$ cat config.mk
export PLATFORM = sky130hd
export DESIGN_NAME = sorted_descending_list_with_probe_core_flat
export DESIGN_NICKNAME = d
export VERILOG_FILES = /design/src/rtl/sdl_pkg.sv /design/src/rtl/sdl_intf.sv /design/src/rtl/sdl_cell.sv /design/src/rtl/sorted_descending_list_with_probe_core.sv /design/src/flat_wrapper.sv
export SDC_FILE = /design/constraint.sdc
export NUM_CORES = 2
export LEC_CHECK = 0
export BUFFER_PORTS_ARGS = -buffer_cell sky130_fd_sc_hd__buf_2
export CORE_AREA = 4 4 176 349
export DETAILED_ROUTE_END_ITERATION = 10
export DIE_AREA = 0 0 180 353
export GPL_TIMING_DRIVEN = 0
export PLACE_DENSITY = 0.78
export SETUP_SLACK_MARGIN = 0.02
export SYNTH_ARGS = -nofsm -noshare
export SYNTH_HDL_FRONTEND = slang
export SYNTH_SLANG_ARGS = --single-unit
$ cat constraint.sdc
create_clock -name clk_i -period 4.28 [get_ports clk_i]
set_clock_uncertainty 0.05 [all_clocks]
set_input_delay 0.214 -clock clk_i [delete_from_list [all_inputs] [get_ports clk_i]]
set_output_delay 0.214 -clock clk_i [all_outputs]
set_load 0.05 [all_outputs]
$ cat src/rtl/sdl_pkg.sv
// ----------------------------------------------------------------------------
// sdl_pkg: shared types for the sorted descending list
// Opcodes, field widths and the link carried between neighboring cells.
// ----------------------------------------------------------------------------
package sdl_pkg;

  localparam int ValueW = 32;
  localparam int PosW   = 8;

  typedef enum logic [1:0] {
    OP_INSERT = 2'd0,
    OP_PROBE  = 2'd1,
    OP_CLEAR  = 2'd2,
    OP_NOP    = 2'd3
  } sdl_op_e;

  // handed from cell i to cell i+1 every cycle
  typedef struct packed {
    logic signed [ValueW-1:0] entry;  // stored value of the left cell
    logic                     keep;   // left cell holds its value on insert
  } sdl_link_t;

endpackage

$ cat src/rtl/sdl_intf.sv
// ----------------------------------------------------------------------------
// sdl_intf: channel interfaces of the sorted descending list
// Request channel and result channel, valid/ready handshake.
// ----------------------------------------------------------------------------
interface sdl_in_if;
  logic                                valid;
  logic                                ready;
  sdl_pkg::sdl_op_e                    opcode;
  logic signed [sdl_pkg::ValueW-1:0]   value;
  logic        [sdl_pkg::PosW-1:0]     probe_position;
  logic                                last_probe;

  modport source (output valid, opcode, value, probe_position, last_probe,
                  input ready);
  modport sink   (input valid, opcode, value, probe_position, last_probe,
                  output ready);
endinterface

interface sdl_out_if #(
  parameter int CntW = 5
);
  logic                           valid;
  logic                           ready;
  logic [CntW-1:0]                length;
  logic                           dropped;
  logic                           answer_valid;
  logic                           answer_found;
  logic [sdl_pkg::PosW-1:0]       answer_index;

  modport source (output valid, length, dropped, answer_valid, answer_found,
                  answer_index, input ready);
  modport sink   (input valid, length, dropped, answer_valid, answer_found,
                  answer_index, output ready);
endinterface

$ cat src/rtl/sdl_cell.sv
// ----------------------------------------------------------------------------
// sdl_cell: one slot of the sorted list
// Holds one entry; on insert it keeps, takes the new value or takes its
// left neighbor's entry.
// ----------------------------------------------------------------------------
module sdl_cell (
  input  logic                              clk_i,
  input  logic                              load_i,
  input  logic                              occupied_i,
  input  logic signed [sdl_pkg::ValueW-1:0] value_i,
  input  sdl_pkg::sdl_link_t                link_i,
  output sdl_pkg::sdl_link_t                link_o,
  output logic                              gt_o
);
  import sdl_pkg::*;

  logic signed [ValueW-1:0] entry_q;
  logic                     gt;
  logic                     keep;

  assign gt   = entry_q > value_i;
  assign keep = occupied_i & gt;

  // left neighbor keeping means the new value lands here
  always_ff @(posedge clk_i) begin
    if (load_i && !keep) begin
      entry_q <= link_i.keep ? value_i : link_i.entry;
    end
  end

  assign link_o.entry = entry_q;
  assign link_o.keep  = keep;
  assign gt_o         = gt;

endmodule

$ cat src/rtl/sorted_descending_list_with_probe_core.sv
// ----------------------------------------------------------------------------
// sorted_descending_list_with_probe_core: sorted list with probe runs
// Chain of DEPTH cells holding signed values in descending order.
// ----------------------------------------------------------------------------
// Usage:
//   in_i  carries one word per item: opcode (insert, probe, clear), value,
//         probe_position and last_probe.
//   out_o returns exactly one word per accepted item, in order: the length
//         after the item, dropped on an insert into a full list, and on the
//         last probe of a run whether some probe fell below every stored
//         value and the position of the first one.
//   out_o.valid is registered and rises in the cycle after acceptance. The list takes one
//   item per cycle while the receiver takes the results: every cell compares its entry
//   with the incoming value in parallel and shifts right in the same edge, so the list
//   is up to date for the next item.
//   The output register accepts a new item in the cycle its word is taken,
//   so a receiver that always takes sees no bubbles; when it stalls,
//   in_i.ready drops and the result word holds.
//   Reset empties the list and clears the open probe run; cell contents
//   are not cleared, entries beyond the length are never consulted.
// ----------------------------------------------------------------------------
module sorted_descending_list_with_probe_core #(
  parameter int DEPTH = 16
) (
  input logic     clk_i,
  input logic     rst_ni,
  sdl_in_if.sink  in_i,
  sdl_out_if.source out_o
);
  import sdl_pkg::*;

  localparam int CntW = $clog2(DEPTH + 1);

  logic [CntW-1:0] count_q, count_d;
  logic            hit_seen_q, hit_seen_d;
  logic [PosW-1:0] hit_pos_q, hit_pos_d;

  logic            out_valid_q;
  logic [CntW-1:0] len_q;
  logic            dropped_q, dropped_d;
  logic            ans_valid_q, ans_valid_d;
  logic            ans_found_q, ans_found_d;
  logic [PosW-1:0] ans_index_q, ans_index_d;

  logic accept;
  logic do_insert;
  logic full;
  logic below;

  sdl_link_t       link [DEPTH+1];
  logic [DEPTH-1:0] gt_vec;
  logic [DEPTH-1:0] last_vec;

  assign in_i.ready = !out_valid_q || out_o.ready;
  assign accept     = in_i.valid && in_i.ready;
  assign do_insert  = accept && (in_i.opcode == OP_INSERT);

  // head of the chain: a keeping "cell -1" makes cell 0 take the value
  assign link[0].entry = '0;
  assign link[0].keep  = 1'b1;

  for (genvar i = 0; i < DEPTH; i++) begin : g_cell
    sdl_cell u_cell (
      .clk_i      (clk_i),
      .load_i     (do_insert),
      .occupied_i (count_q > CntW'(i)),
      .value_i    (in_i.value),
      .link_i     (link[i]),
      .link_o     (link[i+1]),
      .gt_o       (gt_vec[i])
    );
    // marks the smallest stored entry
    assign last_vec[i] = (count_q == CntW'(i + 1));
  end

  assign full  = (count_q == CntW'(DEPTH));
  // strictly below the smallest entry, or list empty
  assign below = (count_q == '0) || |(last_vec & gt_vec);

  always_comb begin
    count_d     = count_q;
    hit_seen_d  = hit_seen_q;
    hit_pos_d   = hit_pos_q;
    dropped_d   = 1'b0;
    ans_valid_d = 1'b0;
    ans_found_d = 1'b0;
    ans_index_d = '0;
    unique case (in_i.opcode)
      OP_INSERT: begin
        // full list: the smallest value leaves, length stays
        dropped_d = full;
        if (!full) begin
          count_d = count_q + CntW'(1);
        end
      end
      OP_PROBE: begin
        if (below && !hit_seen_q) begin
          hit_seen_d = 1'b1;
          hit_pos_d  = in_i.probe_position;
        end
        if (in_i.last_probe) begin
          ans_valid_d = 1'b1;
          ans_found_d = hit_seen_d;
          ans_index_d = hit_seen_d ? hit_pos_d : '0;
          hit_seen_d  = 1'b0;
          hit_pos_d   = '0;
        end
      end
      OP_CLEAR: begin
        count_d = '0;
      end
      default: begin
      end
    endcase
  end

  always_ff @(posedge clk_i or negedge rst_ni) begin
    if (!rst_ni) begin
      count_q     <= '0;
      hit_seen_q  <= 1'b0;
      hit_pos_q   <= '0;
      out_valid_q <= 1'b0;
    end else begin
      if (accept) begin
        count_q    <= count_d;
        hit_seen_q <= hit_seen_d;
        hit_pos_q  <= hit_pos_d;
      end
      if (accept) begin
        out_valid_q <= 1'b1;
      end else if (out_o.ready) begin
        out_valid_q <= 1'b0;
      end
    end
  end

  // result word payload
  always_ff @(posedge clk_i) begin
    if (accept) begin
      len_q       <= count_d;
      dropped_q   <= dropped_d;
      ans_valid_q <= ans_valid_d;
      ans_found_q <= ans_found_d;
      ans_index_q <= ans_index_d;
    end
  end

  assign out_o.valid        = out_valid_q;
  assign out_o.length       = len_q;
  assign out_o.dropped      = dropped_q;
  assign out_o.answer_valid = ans_valid_q;
  assign out_o.answer_found = ans_found_q;
  assign out_o.answer_index = ans_index_q;

endmodule

$ cat src/flat_wrapper.sv
// flat-port wrapper written by rule: the top's interface ports become plain ports
module sorted_descending_list_with_probe_core_flat import sdl_pkg::*;
#(
  parameter int DEPTH = 16
)
  (clk_i, rst_ni, in_i_valid, in_i_opcode, in_i_value, in_i_probe_position, in_i_last_probe, in_i_ready, out_o_valid, out_o_length, out_o_dropped, out_o_answer_valid, out_o_answer_found, out_o_answer_index, out_o_ready);
  sdl_in_if in_i_i ();
  sdl_out_if #(.CntW((5))) out_o_i ();
  input logic clk_i;
  input logic rst_ni;
  input wire logic [$bits(in_i_i.valid)-1:0] in_i_valid;
  input wire logic [$bits(in_i_i.opcode)-1:0] in_i_opcode;
  input wire logic [$bits(in_i_i.value)-1:0] in_i_value;
  input wire logic [$bits(in_i_i.probe_position)-1:0] in_i_probe_position;
  input wire logic [$bits(in_i_i.last_probe)-1:0] in_i_last_probe;
  output wire logic [$bits(in_i_i.ready)-1:0] in_i_ready;
  output wire logic [$bits(out_o_i.valid)-1:0] out_o_valid;
  output wire logic [$bits(out_o_i.length)-1:0] out_o_length;
  output wire logic [$bits(out_o_i.dropped)-1:0] out_o_dropped;
  output wire logic [$bits(out_o_i.answer_valid)-1:0] out_o_answer_valid;
  output wire logic [$bits(out_o_i.answer_found)-1:0] out_o_answer_found;
  output wire logic [$bits(out_o_i.answer_index)-1:0] out_o_answer_index;
  input wire logic [$bits(out_o_i.ready)-1:0] out_o_ready;
  assign in_i_i.valid = in_i_valid;
  assign in_i_i.opcode = in_i_opcode;
  assign in_i_i.value = in_i_value;
  assign in_i_i.probe_position = in_i_probe_position;
  assign in_i_i.last_probe = in_i_last_probe;
  assign in_i_ready = in_i_i.ready;
  assign out_o_valid = out_o_i.valid;
  assign out_o_length = out_o_i.length;
  assign out_o_dropped = out_o_i.dropped;
  assign out_o_answer_valid = out_o_i.answer_valid;
  assign out_o_answer_found = out_o_i.answer_found;
  assign out_o_answer_index = out_o_i.answer_index;
  assign out_o_i.ready = out_o_ready;
  sorted_descending_list_with_probe_core #(.DEPTH(DEPTH)) u_core (.clk_i(clk_i), .rst_ni(rst_ni), .in_i(in_i_i), .out_o(out_o_i));
endmodule
== After elaboration in Yosys (flattened, before gate mapping) ==
Cells that the tools add are included.

* Input port bits: 47
* Output and inout port bits: 18
* Register bits: 543
* Logic and storage cells: 164

* $add $sub $neg: 1
* Mux-type cells: 25
* Bitwise operators: 17
* Reductions and logical operators: 46
* $lt $le $gt $ge: 32
* Eq/ne operators: 18

{| class="wikitable"
|+ Operator list
! cell !! count
|-
| > comparator 32 bit || 16
|-
| 2-to-1 mux 32 bit || 15
|-
| == test 5 x 4 -> 1 bit, second input constant || 8
|-
| > comparator 5 x 4 -> 1 bit, second input constant || 8
|-
| == test 5 x 3 -> 1 bit, second input constant || 4
|-
| > comparator 5 x 3 -> 1 bit, second input constant || 4
|-
| logical AND 1 bit || 19
|-
| zero test 1 bit || 18
|-
| AND 1 bit || 16
|-
| AND 16 bit || 1
|-
| 2-to-1 mux 8 bit || 2
|-
| OR reduction 16 bit || 1
|-
| == test 5 x 2 -> 1 bit, second input constant || 2
|-
| > comparator 5 x 1 -> 1 bit, second input constant || 2
|-
| > comparator 5 x 2 -> 1 bit, second input constant || 2
|-
| case mux 5 bit (2 select lines) || 1
|-
| 2-to-1 mux 1 bit || 6
|-
| adder 5 x 1 -> 5 bit, second input constant || 1
|-
| == test 5 x 1 -> 1 bit, second input constant || 1
|-
| == test 5 bit, second input constant || 1
|-
| zero test 5 bit || 1
|-
| 2-to-1 mux 5 bit || 1
|-
| AND reduction 2 bit || 2
|-
| AND reduction 3 bit || 1
|-
| other kinds (5) || 6
|}

== Depth between registers and ports, before layout ==
* Depth after elaboration: 8
* Depth in mapped cells: 15
* Depth with buffers taken out: 12

== Hierarchy ==
Synthesis repeated with hierarchy kept, for this count alone.

* Cells, all modules: 3,197
* Area total of the unflattened synthesis: 37,068.1 µm²

{| class="wikitable"
|+ Modules (own cells, without submodules)
! module !! area each (µm²) !! cells each !! instances !! sequential area each (µm²)
|-
| sdl_cell || 2,202.1 || 188 || 16 || 960.9
|-
| sorted_descending_list_with_probe_core || 1,834.3 || 189 || 1 || 855.8
|}

== Least setup slack after synthesis ==
OpenSTA, ideal clock, no wires.

* Kind: input to register
* Start: input in_i_value[31]
* End: register u_core.g_cell[13].u_cell.entry_q[0] (enable)
* Cell stages on the path: 8
* Setup time: 441 ps
* Data arrival time: 4,413 ps
* Slack: -624 ps
* Cell sequence: inv_1 > clkbuf_1 > ha_1 > nand4_1 > or4_1 > or4_1 > or3_1 > a31oi_1

* Word-level cells in the longest chain between the ends: 4

{| class="wikitable"
|+ Ends and longest elaborated chain
! element !! RTL line !! RTL
|-
| from (decl) || flat_wrapper.sv:13 || <nowiki>input wire logic [$bits(in_i_i.value)-1:0] in_i_value;</nowiki>
|-
| > comparator 32 bit || sdl_cell.sv:21 || <nowiki>assign gt = entry_q > value_i;</nowiki>
|-
| AND 1 bit || sdl_cell.sv:22 || <nowiki>assign keep = occupied_i & gt;</nowiki>
|-
| zero test 1 bit || sdl_cell.sv:26 || <nowiki>if (load_i && !keep) begin</nowiki>
|-
| logical AND 1 bit || sdl_cell.sv:26 ||
|-
| to (signal assigned) || sdl_cell.sv:27 || <nowiki>entry_q <= link_i.keep ? value_i : link_i.entry;</nowiki>
|-
| to (decl) || sdl_cell.sv:17 || <nowiki>logic signed [ValueW-1:0] entry_q;</nowiki>
|}

Every way passes these cells.
A chain may end at the register's enable or synchronous reset.

== Final worst setup path ==
* Start: register u_core.g_cell[9].u_cell.entry_q[27]
* End: register u_core.g_cell[10].u_cell.entry_q[12], data pin

* Word-level cells in the longest chain between the ends: 3

{| class="wikitable"
|+ Ends and longest elaborated chain
! element !! RTL line
|-
| from (decl) || sdl_cell.sv:17
|-
| from (signal assigned) || sdl_cell.sv:27
|-
| > comparator 32 bit || sdl_cell.sv:21
|-
| AND 1 bit || sdl_cell.sv:22
|-
| 2-to-1 mux 32 bit || sdl_cell.sv:27
|-
| to (signal assigned) || sdl_cell.sv:27
|-
| to (decl) || sdl_cell.sv:17
|}

Every way passes these cells.

==> flow_metrics.env <==
export IMPL_status="finished with violations"
export IMPL_violations="setup timing"
export IMPL_power_mw=13.61
export IMPL_rows=126
export IMPL_yosys_warnings=0
export IMPL_worst_setup_path_type="reg -> reg"
export IMPL_crit_arrival_ns=4.60
export IMPL_relSlewSlack=0.09117
export IMPL_clock_sinks=543
export IMPL_cts_max_level=2
export IMPL_final_cell_mix="edfxtp_1 (528), ha_1 (514), nand2_1 (458)"
export IMPL_start_kind="flop"
export IMPL_syn_area_um2=33830
export IMPL_vias_per_cell=6.514
export IMPL_detail_route_wl_per_cell_um=25.38
export IMPL_required_ns=4.54
export IMPL_clk_latency_ns=0.61
export IMPL_setup_ws_ns=-0.05872
export IMPL_yosysUniqueCellTypes=76
export IMPL_hold_path_class="in -> reg"
export IMPL_path_clk_slew_ns=0.07
export IMPL_fin_crit_ns=4.339
export IMPL_drive_gt1_frac=0.1376
export IMPL_crit_path_end_kind="flop"
export IMPL_async_flop_share=0.02762
export IMPL_finalSetupTns_ns=-0.2394
export IMPL_syn_area_per_cell_um2=11.09
export IMPL_ios=65
export IMPL_p_per_area_nw_per_um2=358.5
export IMPL_drt_total_wl_um=102400
export IMPL_worst_slew_pin_slew_ns=1.363
export IMPL_final_common_cell="edfxtp_1"
export IMPL_core_area_um2=58800
export IMPL_cp_num_buf_inv=2
export IMPL_initial_core_util=0.5753
export IMPL_finalSetupViolCount=10
export IMPL_die_w_um=180
export IMPL_dpl_hpwl_um=79140
export IMPL_cap_viol_max_count=0
export IMPL_globalplace_congestion=0.9802
export IMPL_crit_path_frequent_cell="o211ai_1"
export IMPL_cts_buffers_inserted=49
export IMPL_die_area_um2=63540
export IMPL_cts_tree="done"
export IMPL_min_period_over_period=1.014
export IMPL_grt_max_degree=33
export IMPL_fmax_mhz=230.5
export IMPL_postRouteAntennaNets=0
export IMPL_ys_seq_area_frac=0.4797
export IMPL_cpLargestDelayFamily="simple AND/OR/NAND/NOR gates"
export IMPL_syn2layout_area_growth_pct=12.23
export IMPL_port_buffers=63
export IMPL_slowest_stage="nor4_2"
export IMPL_fin_nets=3792
export IMPL_synth_flop_cell="edfxtp_1"
export IMPL_ys_seq_elements=543
export IMPL_gr_total_overflow=0
export IMPL_syn_nets=3613
export IMPL_critical_path_max_stage_delay_ns=0.83
export IMPL_cts_root_buf="clkbuf_16"
export IMPL_track_usage=0.3120
export IMPL_drc=0
export IMPL_p_leak_nw=15.35
export IMPL_synth_edff_count=528
export IMPL_max_vdd_ir_drop_uv=293.1
export IMPL_rsz0062_at_grt="true"
export IMPL_grt_pass1_wl_um=151700
export IMPL_dr_pass1_iters=6
export IMPL_vias=26270
export IMPL_synthCells=3050
export IMPL_crit_fanout=10
export IMPL_antenna_found_initial=3
export IMPL_finalHoldViolCount=0
export IMPL_crit_chain="ha_1 -> nand4_1 -> nor4_2 -> o41ai_1 -> buf_2 -> o211ai_1 -> xnor2_1 -> o211ai_1 -> clkbuf_1 -> nand2_1 -> o21ai_0"
export IMPL_clk_path_buf_depth=3
export IMPL_die_y_um=353
export IMPL_slew_violations=0
export IMPL_first_global_vias=27715
export IMPL_drtIter0Drc=2039
-- layer usage --
layer	wire length [µm]	GRT usage
met2	54450	0.5885
met1	30620	0.2704
met5	0	0
met4	13250	0.3287
met3	4058	0.02865
-- state kept, by name, summed over array words and instances, names as in the netlist --
register / flops
u_core.out_o.dropped: 1
u_core.out_o.answer_index: 8
u_core.g_cell.u_cell.entry_q: 512
u_core.out_o.valid: 1
u_core.out_o.answer_valid: 1
u_core.hit_seen_q: 1
u_core.out_o.answer_found: 1
u_core.hit_pos_q: 8
u_core.out_o.length: 5
u_core.count_q: 5
-- cell families after synthesis --
logic type      synth area share
mux                      0.05717
buf+inv                  0.02274
xor+xnor                0.001036
fa+ha+maj                 0.1908
simple gates              0.1147
compound gates            0.1338
flops                     0.4797
-- worst reg2reg max path, cell delays in order (launching register included) --
cell and delay, ns:
edfxtp_1 0.39, ha_1 0.33, nand4_1 0.27, nor4_2 0.83, o41ai_1 0.20, buf_2 0.24
o211ai_1 0.14, xnor2_1 0.26, o211ai_1 0.63, clkbuf_1 0.45, nand2_1 0.16, o21ai_0 0.10
-- through the flow --
| stage | utilization | std cells | instance area [µm²] | worst slack, ns | hold WS [ns] |
|---|---|---|---|---|---|
| after global routing | 0.6456 | 4032 | 37970 | -0.02237 | 0.03360 |
| after CTS | 0.6423 | 4023 | 37770 | -0.02412 | 0.0002481 |
| final | 0.6457 | 4033 | 37970 | -0.05872 | 0.02397 |
| after global placement | 0.5980 | 3881 | 35170 | -2.636 | 0.1034 |
| after detailed placement | 0.6047 | 3895 | 35560 | -2.237 | 0.1154 |
| after floorplan | - | 3050 | 33890 | 0.04913 | -0.1316 |
-- synth_stat cells, drive strengths merged, types with 7 or more instances --
cell type  number  share of area
and4           21         0.0054
nand2         458          0.051
edfxtp        528           0.47
o21a            8         0.0018
a211oi         17         0.0038
o211ai         22         0.0049
clkbuf        120          0.013
o21ai         400          0.059
nor3           17         0.0025
a21oi         202          0.030
inv            78         0.0087
a21o           53          0.012
a221oi          9         0.0023
and3           10         0.0018
a31oi           8         0.0015
and2            7         0.0013
dfrtp          15          0.011
ha            516           0.19
nor2           57         0.0063
nor4           24         0.0044
nand3          57         0.0084
nand2b         11         0.0020
nor4b          10         0.0028
nand4          90          0.017
nor2b          34         0.0063
mux2          170          0.057
o311ai          8         0.0021
-- power breakdown --
group	internal [mW]	switching (mW)	leakage (nW)
Clock	2.27	2.04	0.725
Sequential	6.22	0.143	4.99
Combinational	1.07	1.88	9.64
-- final timing paths --
| path | start | to | slack (ns) | depth (start not counted) |
|---|---|---|---|---|
| min in group asynchronous | rst_ni | u_core.count_q[4] | 0.04 | 2 |
| setup / recovery | u_core.g_cell[9].u_cell.entry_q[27] | u_core.g_cell[10].u_cell.entry_q[12] | -0.06 | 11 |
| hold / removal | in_i_value[10] | u_core.g_cell[2].u_cell.entry_q[10] | 0.02 | 2 |
| hold reg to reg | u_core.hit_pos_q[1] | u_core.hit_pos_q[1] | 0.49 | 2 |
| max in group asynchronous | rst_ni | u_core.count_q[2] | 3.82 | 2 |
| setup reg to reg | u_core.g_cell[9].u_cell.entry_q[27] | u_core.g_cell[10].u_cell.entry_q[12] | -0.06 | 11 |
-- repair_timing --
| item | CTS | global route |
|---|---|---|
| endpoints found under the hold margin | 49 | 0 |
| gates cloned | 4 | 0 |
| pin swaps | 4 | 11 |
| setup endpoints to repair | 934 | 167 |
| setup buffers | 4 | 9 |
| gates resized for setup | 86 | 48 |
| hold buffers | 37 | 0 |
-- layout make-up --
cell class | instances | area (µm²)
antenna | 2 | 5.005
buffer | 120 | 546.8
clock buffer | 60 | 1297
clock inverter | 25 | 186.4
fill | 4433 | 20840
inverter | 78 | 292.8
multi-input combinational | 2309 | 17340
sequential | 543 | 16230
tap | 768 | 960.9
timing repair buffer | 128 | 1105
Power figures use the tool's default switching activity.
